[src/rtl/i2cms_pkg.sv]
// i2cms_pkg: shared types and constants for the i2c master transfer sequencer
// no dependencies
package i2cms_pkg;

   // transmit buffer depth
   localparam int BUFFER_DEPTH = 256;

   typedef enum logic [2:0] {
      OP_PUSH   = 3'd0,
      OP_WRITE  = 3'd1,
      OP_READ   = 3'd2,
      OP_STATUS = 3'd3,
      OP_TMO    = 3'd4
   } op_type;

   typedef enum logic [1:0] {
      MODE_IDLE  = 2'd0,
      MODE_WRITE = 2'd1,
      MODE_READ  = 2'd2
   } mode_type;

   localparam logic [3:0] ST_START     = 4'd0;
   localparam logic [3:0] ST_RSTART    = 4'd1;
   localparam logic [3:0] ST_SLAW_ACK  = 4'd2;
   localparam logic [3:0] ST_SLAW_NACK = 4'd3;
   localparam logic [3:0] ST_DW_ACK    = 4'd4;
   localparam logic [3:0] ST_DW_NACK   = 4'd5;
   localparam logic [3:0] ST_SLAR_ACK  = 4'd6;
   localparam logic [3:0] ST_SLAR_NACK = 4'd7;
   localparam logic [3:0] ST_DR_ACK    = 4'd8;
   localparam logic [3:0] ST_DR_NACK   = 4'd9;

   localparam logic [2:0] RC_OK      = 3'd0;
   localparam logic [2:0] RC_NAK     = 3'd1;
   localparam logic [2:0] RC_INVALID = 3'd2;
   localparam logic [2:0] RC_TIMEOUT = 3'd3;
   localparam logic [2:0] RC_BUSY    = 3'd4;
   localparam logic [2:0] RC_FULL    = 3'd5;

   localparam logic [1:0] CSR_SLAVE = 2'd0;
   localparam logic [1:0] CSR_ABYTES = 2'd1;
   localparam logic [1:0] CSR_LBYTES = 2'd2;
   localparam logic [1:0] CSR_REGADDR = 2'd3;

   // one queued command
   typedef struct packed {
      logic [2:0] operation;
      logic [3:0] bus_status;
      logic [7:0] data_byte;
      logic [8:0] read_length;
   } cmd_type;

   // one result
   typedef struct packed {
      logic       dat_valid;
      logic [7:0] dat_value;
      logic       set_start;
      logic       clear_start;
      logic       set_stop;
      logic       set_ack;
      logic       clear_ack;
      logic       rx_valid;
      logic [7:0] rx_byte;
      logic [7:0] rx_index;
      logic       done_res;
      logic [2:0] result_code;
   } rsp_type;

endpackage

[src/rtl/i2cms_ram.sv]
// i2cms_ram: generic single port write, single port registered read memory
// no dependencies
module i2cms_ram #(
   parameter int WIDTH = 8,
   parameter int DEPTH = 256
) (
   input  logic                     clock,
   input  logic                     wr_en,
   input  logic [$clog2(DEPTH)-1:0] wr_addr,
   input  logic [WIDTH-1:0]         wr_data,
   input  logic [$clog2(DEPTH)-1:0] rd_addr,
   output logic [WIDTH-1:0]         rd_data
);
   logic [WIDTH-1:0] mem_ff [DEPTH];

   // write port and registered read port
   always_ff @(posedge clock) begin
      if (wr_en) begin
         mem_ff[wr_addr] <= wr_data;
      end
      rd_data <= mem_ff[rd_addr];
   end
endmodule

[src/rtl/i2cms_front.sv]
// i2cms_front: accepts command beats into a short queue
// depends on i2cms_pkg
module i2cms_front import i2cms_pkg::*; (
   input  logic    clock,
   input  logic    reset,
   input  logic    in_valid,
   output logic    in_ready,
   input  cmd_type in_cmd,
   output logic    q_valid,
   input  logic    q_take,
   output cmd_type q_cmd
);
   cmd_type    slot_ff [2];
   logic [1:0] cnt_ff, cnt_in;
   logic       wp_ff, rp_ff;
   logic       push, pop;

   assign in_ready = (cnt_ff != 2'd2);
   assign push     = in_valid && in_ready;
   assign q_valid  = (cnt_ff != 2'd0);
   assign pop      = q_valid && q_take;
   assign q_cmd    = slot_ff[rp_ff];

   always_comb begin
      cnt_in = cnt_ff + {1'b0, push} - {1'b0, pop};
   end

   // two entry queue
   always_ff @(posedge clock) begin
      if (reset) begin
         cnt_ff <= 2'd0;
         wp_ff  <= 1'b0;
         rp_ff  <= 1'b0;
      end else begin
         cnt_ff <= cnt_in;
         if (push) wp_ff <= ~wp_ff;
         if (pop) rp_ff <= ~rp_ff;
      end
      if (push) slot_ff[wp_ff] <= in_cmd;
   end
endmodule

[src/rtl/i2cms_back.sv]
// i2cms_back: executes queued commands against transfer state
// depends on i2cms_pkg and i2cms_ram
module i2cms_back import i2cms_pkg::*; (
   input  logic        clock,
   input  logic        reset,
   input  logic        csr_we,
   input  logic [1:0]  csr_index,
   input  logic [31:0] csr_wdata,
   input  logic        q_valid,
   output logic        q_take,
   input  cmd_type     q_cmd,
   output logic        out_valid,
   input  logic        out_ready,
   output rsp_type     out_rsp
);
   localparam int AW = (BUFFER_DEPTH > 1) ? $clog2(BUFFER_DEPTH) : 1;
   localparam int FW = $clog2(BUFFER_DEPTH + 1);

   logic [6:0]  slave_ff;
   logic [2:0]  abytes_ff, lbytes_ff;
   logic [31:0] regaddr_ff;

   mode_type    mode_ff, mode_in;
   logic [2:0]  asent_ff, asent_in, lrecv_ff, lrecv_in;
   logic [31:0] lpre_ff, lpre_in;
   logic [8:0]  target_ff, target_in, bcnt_ff, bcnt_in;
   logic [FW-1:0] fill_ff, fill_in;

   // phase 0: ram read issued, phase 1: execute
   logic        phase_ff;
   logic        ovalid_ff;
   rsp_type     orsp_ff, r;
   logic        exec;
   logic [7:0]  rd_data;
   logic [AW-1:0] rd_addr, wr_addr;
   logic        wr_en;
   logic [2:0]  ab, lb;
   logic [7:0]  addr_w;
   logic [1:0]  sh;
   logic        nab_due;
   logic        wr_pend;
   logic        wr_more;

   assign ab = (abytes_ff > 3'd4) ? 3'd4 : abytes_ff;
   assign lb = (lbytes_ff > 3'd4) ? 3'd4 : lbytes_ff;
   assign addr_w = {slave_ff, 1'b0};
   assign nab_due = (asent_ff < ab);
   assign sh = 2'(ab - asent_ff - 3'd1);
   assign rd_addr = AW'(bcnt_ff);
   assign wr_addr = AW'(fill_ff);
   assign wr_pend = ({23'd0, bcnt_ff} < 32'(fill_ff));
   assign wr_more = wr_pend && (32'(bcnt_ff) < BUFFER_DEPTH);

   assign exec   = q_valid && phase_ff && (!ovalid_ff || out_ready);
   assign q_take = exec;
   assign wr_en  = exec && (q_cmd.operation == OP_PUSH) && (mode_ff == MODE_IDLE)
                   && (32'(fill_ff) < BUFFER_DEPTH);
   assign out_valid = ovalid_ff;
   assign out_rsp   = orsp_ff;

   i2cms_ram #(.WIDTH(8), .DEPTH(1 << AW)) u_buf (
      .clock  (clock),
      .wr_en  (wr_en),
      .wr_addr(wr_addr),
      .wr_data(q_cmd.data_byte),
      .rd_addr(rd_addr),
      .rd_data(rd_data)
   );

   // command execution
   always_comb begin
      r = '0;
      mode_in = mode_ff; asent_in = asent_ff; lrecv_in = lrecv_ff;
      lpre_in = lpre_ff; target_in = target_ff; bcnt_in = bcnt_ff; fill_in = fill_ff;
      unique case (q_cmd.operation)
         OP_PUSH: begin
            if (mode_ff != MODE_IDLE) r.result_code = RC_BUSY;
            else if (32'(fill_ff) >= BUFFER_DEPTH) r.result_code = RC_FULL;
            else fill_in = fill_ff + FW'(1);
         end
         OP_WRITE, OP_READ: begin
            if (mode_ff != MODE_IDLE) begin
               r.done_res = 1'b1; r.result_code = RC_BUSY;
            end else begin
               mode_in = (q_cmd.operation == OP_WRITE) ? MODE_WRITE : MODE_READ;
               asent_in = '0; lrecv_in = '0; lpre_in = '0; bcnt_in = '0;
               target_in = (q_cmd.operation == OP_READ) ? q_cmd.read_length : 9'd0;
               r.set_start = 1'b1; r.clear_ack = 1'b1;
            end
         end
         OP_STATUS: begin
            if (mode_ff == MODE_WRITE) begin
               priority if (q_cmd.bus_status == ST_START) begin
                  r.dat_valid = 1'b1; r.dat_value = addr_w; r.clear_start = 1'b1;
               end else if (q_cmd.bus_status == ST_SLAW_NACK ||
                            (q_cmd.bus_status == ST_DW_NACK && (wr_pend || nab_due))) begin
                  r.set_stop = 1'b1; r.done_res = 1'b1; r.result_code = RC_NAK;
               end else if (q_cmd.bus_status == ST_SLAW_ACK || q_cmd.bus_status == ST_DW_ACK ||
                            q_cmd.bus_status == ST_DW_NACK) begin
                  if (nab_due) begin
                     asent_in = asent_ff + 3'd1;
                     r.dat_valid = 1'b1; r.dat_value = regaddr_ff[sh*8 +: 8];
                  end else if (wr_more) begin
                     r.dat_valid = 1'b1; r.dat_value = rd_data; bcnt_in = bcnt_ff + 9'd1;
                  end else begin
                     r.set_stop = 1'b1; r.done_res = 1'b1; r.result_code = RC_OK;
                  end
               end else begin
                  r.set_stop = 1'b1; r.done_res = 1'b1; r.result_code = RC_INVALID;
               end
               if (r.done_res) begin
                  fill_in = '0; mode_in = MODE_IDLE;
               end
            end else if (mode_ff == MODE_READ) begin
               priority if (q_cmd.bus_status == ST_START && ab != 3'd0) begin
                  r.dat_valid = 1'b1; r.dat_value = addr_w; r.clear_start = 1'b1;
               end else if (q_cmd.bus_status == ST_START || q_cmd.bus_status == ST_RSTART) begin
                  r.dat_valid = 1'b1; r.dat_value = addr_w | 8'd1; r.clear_start = 1'b1;
               end else if (q_cmd.bus_status == ST_SLAW_NACK || q_cmd.bus_status == ST_SLAR_NACK ||
                            (q_cmd.bus_status == ST_DW_NACK && nab_due)) begin
                  r.set_stop = 1'b1; r.done_res = 1'b1; r.result_code = RC_NAK;
               end else if (q_cmd.bus_status == ST_SLAW_ACK || q_cmd.bus_status == ST_DW_ACK ||
                            q_cmd.bus_status == ST_DW_NACK) begin
                  if (nab_due) begin
                     asent_in = asent_ff + 3'd1;
                     r.dat_valid = 1'b1; r.dat_value = regaddr_ff[sh*8 +: 8];
                  end else begin
                     r.set_start = 1'b1;
                  end
               end else if (q_cmd.bus_status == ST_SLAR_ACK) begin
                  if (lb != 3'd0 || target_ff > 9'd1) r.set_ack = 1'b1;
                  else r.clear_ack = 1'b1;
               end else if (q_cmd.bus_status == ST_DR_ACK) begin
                  if (lrecv_ff < lb) begin
                     lpre_in = {lpre_ff[23:0], q_cmd.data_byte};
                     lrecv_in = lrecv_ff + 3'd1;
                     if (lrecv_in >= lb && {23'd0, target_ff} > lpre_in)
                        target_in = lpre_in[8:0];
                  end else begin
                     r.rx_valid = 1'b1; r.rx_byte = q_cmd.data_byte;
                     r.rx_index = bcnt_ff[7:0]; bcnt_in = bcnt_ff + 9'd1;
                  end
                  // ack decision uses the position after this byte
                  if (lrecv_in < lb || {1'b0, bcnt_in} + 10'd1 < {1'b0, target_in})
                     r.set_ack = 1'b1;
                  else r.clear_ack = 1'b1;
               end else if (q_cmd.bus_status == ST_DR_NACK) begin
                  r.rx_valid = 1'b1; r.rx_byte = q_cmd.data_byte;
                  r.rx_index = bcnt_ff[7:0]; bcnt_in = bcnt_ff + 9'd1;
                  r.set_stop = 1'b1; r.done_res = 1'b1; r.result_code = RC_OK;
               end else begin
                  r.set_stop = 1'b1; r.done_res = 1'b1; r.result_code = RC_INVALID;
               end
               if (r.done_res) mode_in = MODE_IDLE;
            end
         end
         OP_TMO: begin
            if (mode_ff != MODE_IDLE) begin
               r.set_stop = 1'b1; r.done_res = 1'b1; r.result_code = RC_TIMEOUT;
               if (mode_ff == MODE_WRITE) fill_in = '0;
               mode_in = MODE_IDLE;
            end
         end
         default: ;
      endcase
   end

   // state, configuration and output register
   always_ff @(posedge clock) begin
      if (reset) begin
         slave_ff <= '0; abytes_ff <= '0; lbytes_ff <= '0; regaddr_ff <= '0;
         mode_ff <= MODE_IDLE; asent_ff <= '0; lrecv_ff <= '0; lpre_ff <= '0;
         target_ff <= '0; bcnt_ff <= '0; fill_ff <= '0;
         phase_ff <= 1'b0; ovalid_ff <= 1'b0;
      end else begin
         if (csr_we) begin
            unique case (csr_index)
               CSR_SLAVE:   slave_ff   <= csr_wdata[6:0];
               CSR_ABYTES:  abytes_ff  <= csr_wdata[2:0];
               CSR_LBYTES:  lbytes_ff  <= csr_wdata[2:0];
               CSR_REGADDR: regaddr_ff <= csr_wdata;
               default: ;
            endcase
         end
         if (exec) begin
            mode_ff <= mode_in; asent_ff <= asent_in; lrecv_ff <= lrecv_in;
            lpre_ff <= lpre_in; target_ff <= target_in; bcnt_ff <= bcnt_in;
            fill_ff <= fill_in;
            phase_ff <= 1'b0;
            ovalid_ff <= 1'b1;
         end else begin
            if (q_valid) phase_ff <= 1'b1;
            if (out_ready) ovalid_ff <= 1'b0;
         end
      end
      if (exec) orsp_ff <= r;
   end
endmodule

[src/rtl/i2c_master_transfer_sequencer_unit.sv]
// i2c master transfer sequencer: front queue plus execution back end
// depends on i2cms_pkg, i2cms_front and i2cms_back
//
// Usage: commands and bus status events arrive on the req_ stream, one beat
// per command; each beat yields exactly one rsp_ beat with the actions to
// apply to the bus controller (load byte, start, stop, ack/nack), any
// received byte and the completion code. csr_ writes set slave address,
// register address byte count, length prefix byte count and register
// address; the user must make them only while idle, which the block
// itself does not enforce. Each command first issues the transmit buffer
// read, then executes and registers the result on rsp_; the buffer's
// registered read port sits ahead of each execution step, so the back end
// does not start a new command before the last result is registered.
// A two entry queue parts the req_ side from the execution step, so beats
// are still taken while a result waits on a stalled rsp_ side; when rsp_
// stalls, the result holds and the queue fills, then req_tready drops.
// Reset (synchronous, active high) clears configuration, transfer state
// and the transmit fill count; buffer contents stay undefined.
module i2c_master_transfer_sequencer_unit import i2cms_pkg::*; (
   input  logic        clock,
   input  logic        reset,
   input  logic        req_tvalid,
   output logic        req_tready,
   input  logic [23:0] req_tdata,  // operation, bus_status, data_byte, read_length
   input  logic        rsp_tready,
   output logic        rsp_tvalid,
   output logic [39:0] rsp_tdata,  // dat_valid, dat_value, set_start, clear_start,
                                   // set_stop, set_ack, clear_ack, rx_valid, rx_byte,
                                   // rx_index, done_res, result_code, zero pad
   input  logic        csr_we,
   input  logic [1:0]  csr_index,
   input  logic [31:0] csr_wdata
);
   cmd_type in_cmd, q_cmd;
   rsp_type rsp;
   logic    q_valid, q_take;

   assign in_cmd.operation   = req_tdata[2:0];
   assign in_cmd.bus_status  = req_tdata[6:3];
   assign in_cmd.data_byte   = req_tdata[14:7];
   assign in_cmd.read_length = req_tdata[23:15];

   i2cms_front u_front (
      .clock(clock), .reset(reset),
      .in_valid(req_tvalid), .in_ready(req_tready), .in_cmd(in_cmd),
      .q_valid(q_valid), .q_take(q_take), .q_cmd(q_cmd)
   );

   i2cms_back u_back (
      .clock(clock), .reset(reset),
      .csr_we(csr_we), .csr_index(csr_index), .csr_wdata(csr_wdata),
      .q_valid(q_valid), .q_take(q_take), .q_cmd(q_cmd),
      .out_valid(rsp_tvalid), .out_ready(rsp_tready), .out_rsp(rsp)
   );

   assign rsp_tdata = {5'd0, rsp.result_code, rsp.done_res, rsp.rx_index, rsp.rx_byte,
                       rsp.rx_valid, rsp.clear_ack, rsp.set_ack, rsp.set_stop,
                       rsp.clear_start, rsp.set_start, rsp.dat_value, rsp.dat_valid};

   // a completion other than a busy refusal always carries stop
   a_done_stop: assert property (@(posedge clock) disable iff (reset)
      rsp_tvalid && rsp.done_res && rsp.result_code != RC_BUSY |-> rsp.set_stop)
      else $error("done without stop");
   // never ack and nack together
   a_ack_excl: assert property (@(posedge clock) disable iff (reset)
      rsp_tvalid |-> !(rsp.set_ack && rsp.clear_ack))
      else $error("ack and nack together");
   // queue is never taken while empty
   a_q_nonempty: assert property (@(posedge clock) disable iff (reset)
      q_take |-> q_valid)
      else $error("queue taken empty");
endmodule

[config.mk]
export PLATFORM = sky130hd
export DESIGN_NAME = i2c_master_transfer_sequencer_unit
export DESIGN_NICKNAME = d
export VERILOG_FILES = /design/src/rtl/i2cms_pkg.sv /design/src/rtl/i2cms_ram.sv /design/src/rtl/i2cms_front.sv /design/src/rtl/i2cms_back.sv /design/src/rtl/i2c_master_transfer_sequencer_unit.sv
export SDC_FILE = /design/constraint.sdc
export NUM_CORES = 2
export LEC_CHECK = 0
export BUFFER_PORTS_ARGS = -buffer_cell sky130_fd_sc_hd__buf_2
export CORE_ASPECT_RATIO = 1.2
export CORE_MARGIN = 4
export CORE_UTILIZATION = 34
export CTS_CLUSTER_DIAMETER = 60
export CTS_CLUSTER_SIZE = 20
export DETAILED_ROUTE_END_ITERATION = 10
export HOLD_SLACK_MARGIN = 0.05
export SLEW_MARGIN = 10
export SYNTH_ARGS = -nofsm -noshare
export SYNTH_HDL_FRONTEND = slang
export SYNTH_SLANG_ARGS = --single-unit
[constraint.sdc]
create_clock -name clock -period 7.5 [get_ports clock]
set_input_delay 1.125 -clock clock [delete_from_list [all_inputs] [get_ports clock]]
set_output_delay 1.125 -clock clock [all_outputs]
set_load 0.02 [all_outputs]
# After elaboration in Yosys (flattened, before gate mapping)
# Memory sizes are Yosys's and may differ from the RTL's. A register that Yosys moved wholly into a read port is not among the register bits.
# Cells that the tools add are included.
totals:
  ff_bits: 145
  latch_bits: 0
  mem_bits_rw: 2096
  mem_bits_ro: 0
  inputBits: 63
  out_inout_bits: 42
  mem_count: 2
classes:
  n_addsub: 9
  multipliers: 0
  n_div: 0
  n_lt_le_gt_ge: 13
  n_eq_ne: 49
  shifts: 1
  mux: 182
  bitwise: 4
  n_reduce_logical: 48
memory_table:
  columns: ["memory", "words", "width", "rd", "rd_ports_with_merged_regs", "write_ports", "line", "rtl"]
  rows:
  - ["u_back.u_buf.mem_ff", 256, 8, 1, 1, 1, "i2cms_ram.sv:14", "logic [WIDTH-1:0] mem_ff [DEPTH];"]
  - ["u_front.slot_ff", 2, 24, 1, 1, 1, "i2cms_front.sv:13", "cmd_type slot_ff [2];"]
ops:
  columns: ["cell", "count"]
  rows:
  - ["9-bit two-way mux", 61]
  - ["24-bit two-way mux", 16]
  - ["3-bit two-way mux", 32]
  - ["17-bit two-way mux", 3]
  - ["4-bit two-way mux", 12]
  - ["24-bit one-hot mux with 2 select lines", 1]
  - ["9-bit one-hot mux with 2 select lines", 2]
  - ["35-bit two-way mux", 1]
  - ["9-bit by 32-bit greater-than comparator with 1-bit output", 1]
  - ["32-bit by 6-bit variable part select with 8-bit output", 1]
  - ["1-bit two-way mux", 29]
  - ["3-bit inequality test (second input constant)", 9]
  - ["9-bit one-hot mux with 3 select lines", 1]
  - ["2-bit two-way mux", 11]
  - ["2-bit inequality test (second input constant)", 11]
  - ["21-bit two-way mux", 1]
  - ["10-bit two-way mux", 2]
  - ["19-bit two-way mux", 1]
  - ["9-bit by 1-bit adder with 9-bit output (second input constant)", 2]
  - ["9-bit less-than comparator (second input constant)", 2]
  - ["18-bit two-way mux", 1]
  - ["4-bit by 3-bit equality test with 1-bit output (second input constant)", 4]
  - ["15-bit AND reduction", 1]
  - ["1-bit logical AND", 12]
  - ["other kinds (46)", 89]

# Logic depth before layout (Yosys ltp)
depth:
  ltp_word: 31
  depth_mapped: 21

# Hierarchy
# From an unflattened synthesis, not the netlist that was laid out.
hier_totals:
  cells_unflattened: 4811
  hier_area_um2: 89868.7
modules_own_cells:
  columns: ["mod", "instances", "cells_per_inst", "area_each_um2", "seq_area_each_um2"]
  rows:
  - ["i2cms_ram", 1, 3733, 79541.3, 61659.1]
  - ["i2cms_back", 1, 973, 8227.9, 3173.0]
  - ["i2cms_front", 1, 99, 2058.2, 1541.5]
  - ["i2c_master_transfer_sequencer_unit", 1, 6, 41.3, 0.0]

# Least setup slack after synthesis
# OpenSTA, ideal clock, no wires.
synth_timing:
  path_type: "register to register"
  startpoint: "register with a tool-made name"
  endpoint: "register u_back.orsp_ff, in the netlist u_back.out_rsp[21] (data pin)"
  setup_time_ns: 0.261
  arrival_ns: 6.809
  slack_ns: 0.430
  stages_incl_launch_ff: 22
  path_buffers: 5
  synth_period_minus_slack_ns: 7.070
  path_cell_list: "dfxtp_1 > buf_6 > buf_6 > buf_4 > buf_2 > mux2i_1 > inv_1 > ha_1 > nor2b_1 > o211ai_1 > a21oi_1 > o211ai_1 > buf_2 > mux2i_1 > ha_1 > a21o_1 > a21o_1 > a21o_1 > nor4_1 > mux2i_1 > a2bb2oi_1 > o21ai_0"
synth_rtl:
  columns: ["item", "line", "rtl"]
  rows:
  - ["end signal: assignment", "i2cms_back.sv:196", "if (exec) orsp_ff <= r;"]
  - ["end: declaration", "i2cms_back.sv:32", "rsp_type orsp_ff, r;"]

==> impl_results.md <==
* Fin. Hold Viols at 0
* Slew headroom at between 10% and 20%
* RSZ-0062 raised after global routing: false
* Cell Area, Synth at 0.0903 mm²
* Cts hold-fix bufs at 0
* Clock root cell: clkbuf_16
* I/O Pins at roughly 110
* Worst r2r dst: u_back.out_rsp[21]
* Maximum buffer depth of the clock tree at 3
* Average cell area after synthesis at roughly 18 µm²
* Worst Path Required at between 8000 and 9000 ps
* Crit path capture type: flop
* Leakage at ~29 nW
* Worst-path clk slew at roughly 80 ps
* DR vias at 47100
* Clock Latency Late Sink at between 800 and 900 ps
* Row cnt at slightly above 200
* CTS resizes at 0
* Total Wirelength at 235000 µm
* Post-synth EDFFs at around 2100
* Synth warn at 0
* TNS Setup at 0 ps
* Starting Density at around a third
* Core box area at around 0.26 mm²
* Vias in the first global route at about 47000
* Non-Filler Instances at ~8600
* Final core area utilization at about 37%
* Final clock skew at roughly 30 ps
* First-pass GRT wire length at between 300000 and 400000 µm
* VDD IR-drop max at about 0.18 mV
* Final setup fails at 0
* R2r setup slk at about 2600 ps
* Worst Max-Slew Pin Slew at between 1000 and 1500 ps
* Initial DRC Count at approximately 5400
* Max Slew Vio Count at 0
* Placed insts at approximately 8400
* FF-to-FF path depth at 17
* H-tree Lvls at 4
* F_max at a little over 200 MHz
* Part of the Yosys area used for sequential elements at between 70% and 80%
* Die width at roughly 480 µm
* Register bit total from synthesis at around 2300
* Crit path DAT at ~5500 ps
* GRT Util Overall at approximately 17%
* Fraction of layout cells with a size suffix above 1 at 18.0%
* Antenna violations before repair at 7
* Largest net degree at the start of global routing at 120
* DRC at 0
* Final net count at about 5000
* Startpoint type of the worst setup path: flop
* Critical path class: flop to flop
* Die height at 573 µm
* Total Power at between 20 and 30 mW
* Max-cap violation count at 0
* Crit path to: u_back.out_rsp[21]
* Post-synth ARST share at 0%
* Top_reg_cell synth: edfxtp_1
* Fillers at about 24000
* Number of nets with antenna violations after routing at 0
* Final worst path period need at just under 5000 ps
* Drt first pass iters at 6
* Detailed Place HPWL at between 100000 and 150000 µm
* Synth-to-layout area growth at 9.83%
* Status: finished, final reports clean
* Port bufs at about 100
* Post-Syn Instances at 4911
* Total die area at 0.274 mm²
* Number of setup buffers added after CTS at 0
* CTS tree: done
* Cts bufs inserted at 148
* TritonCTS Sinks at between 2000 and 2500
* Drt via density at approximately 5.5
* Hold crit path type: flop to flop
* GP Congestion at about 0.86
* Post-synthesis cell type count at 87
* Part of the cycle the worst path needs at between 60 and 70%
* Crit-path max FO at about 70
* Pwr/cell area at between 200 and 300 mW/mm²
* Routed len/inst at between 20 and 30 µm
* GRT Residual Overflow at 0
==> cell usage after synthesis, types with 14 or more instances <==
cell type	instances	area share, %
nand3_1	81	0.45
buf_4	28	0.23
o22ai_1	63	0.44
a21oi_1	164	0.91
buf_1	18	0.075
xnor2_1	14	0.14
or3_1	16	0.11
buf_2	53	0.29
a22o_1	16	0.16
o221ai_1	118	1.1
a211oi_1	18	0.15
ha_1	47	0.65
nor2_1	378	1.6
a21o_1	14	0.12
nand2b_1	18	0.12
mux4_2	417	10
buf_6	45	0.56
nand2_1	224	0.93
dfxtp_1	119	2.6
nor3_1	61	0.34
inv_1	38	0.16
mux2i_1	357	4.0
o21ai_0	80	0.44
edfxtp_1	2131	71
clkbuf_1	119	0.49
nor4_1	33	0.23
==> metal layers <==
metal,global-route usage (%),part of all wire (%),vias up
li1,-,-,20000
met1,22.2,40,24800
met2,28.0,49,1911
met3,2.85,7.0,388
met4,6.08,3.9,0
met5,0,0,-
==> logic make-up (layout without fill, tap and decap cells) <==
family,count (synthesis),after routing,share of synthesized area [%]
buffers and inverters,319,469,2.12
xor gates and xnor gates,19,19,0.184
other,1,6,0.00415
DFF,2250,2250,73.5
adders and majority gates,47,47,0.651
muxes,781,781,14.5
AOI/OAI and AO/OA,596,596,4.60
and+or+nand+nor,898,898,4.49
==> flip-flops by register name, summed over array words and instances (netlist names), named ones only <==
| register | count |
|---|---|
| u_front.wp_ff | 1 |
| u_back.out_valid | 1 |
| u_back.abytes_ff | 3 |
| u_back.regaddr_ff | 32 |
| u_back.asent_ff | 3 |
| u_back.lpre_ff | 24 |
| u_back.slave_ff | 7 |
| u_back.target_ff | 9 |
| u_back.bcnt_ff | 9 |
| u_back.lrecv_ff | 3 |
| u_front.cnt_ff | 2 |
| u_back.u_buf.rd_data | 8 |
| u_back.out_rsp | 35 |
| u_front.rp_ff | 1 |
| u_front.slot_ff | 48 |
| u_back.lbytes_ff | 3 |
| u_back.fill_ff | 9 |
| u_back.phase_ff | 1 |
| u_back.mode_ff | 2 |
| u_back.u_buf.mem_ff | 2048 |
==> worst max-delay path: stages (launching register included) <==
cell and delay (ps):
dfxtp_2 310, buf_4 490, mux2i_1 750, inv_8 340, ha_1 400, nand4_1 90, o21a_1 180, o211ai_1 80
buf_4 240, mux2i_1 270, ha_1 280, a21o_1 190, a21o_1 170, a21o_1 200, nor4_1 200, mux2i_1 140
a2bb2oi_1 180, o21ai_0 100
==> power by group <==
group	leakage [nW]	internal, mW	switching [mW]
clock network	2.27	4.09	4.29
logic	6.80	0.264	1.64
registers	20.1	14.8	0.0537
total	29.2	19.1	5.98
==> worst min path at each step <==
stage                                  to                   from  cells after the start  slack, ps
floorplan              u_back.lpre_ff[17]     u_back.lpre_ff[17]                      2        430
global placement    u_back.regaddr_ff[10]  u_back.regaddr_ff[10]                      2        440
detailed placement     u_back.lpre_ff[21]     u_back.lpre_ff[21]                      2        440
CTS                 u_front.slot_ff[1][2]          req_tdata[17]                      1        410
global route        u_front.slot_ff[1][2]          req_tdata[17]                      1        440
finish                 u_back.lpre_ff[21]     u_back.lpre_ff[21]                      2        450
==> metrics by stage <==
step | hold WS, ps | setup WS [ps] | cell area [µm²]
2_1_floorplan | 432 | 430 | 90300
6_report | 452 | 2570 | 99200
3_5_place_dp | 443 | 2620 | 94500
3_3_place_gp | 441 | 2610 | 94500
5_1_grt | 436 | 2230 | 99200
4_1_cts | 414 | 2610 | 99200
==> final cells by class <==
type,count,area (µm²),share of cell area (%)
clock buffers,172,3900,3.93
well taps,3553,4450,4.48
diodes,1,2.50,0.00252
repair buffers,188,1300,1.31
multi-input cells,2346,22100,22.3
clock inverters,68,803,0.810
flip-flops and latches,2250,66400,66.9
inverters,41,221,0.223
==> placed cells by master, fill, tap and decap left out, types with 60 or more instances in the layout <==
cell type  instances
buf_2             98
mux2i_1          357
edfxtp_1        2131
a21oi_1          164
nand3_1           78
clkbuf_16        153
nor3_1            60
mux4_2           417
o221ai_1         118
nor2_1           375
dfxtp_1          114
o22ai_1           63
nand2_1          212
o21ai_0           79
buf_4             79
Note: power is estimated with default switching activity, not from simulation.
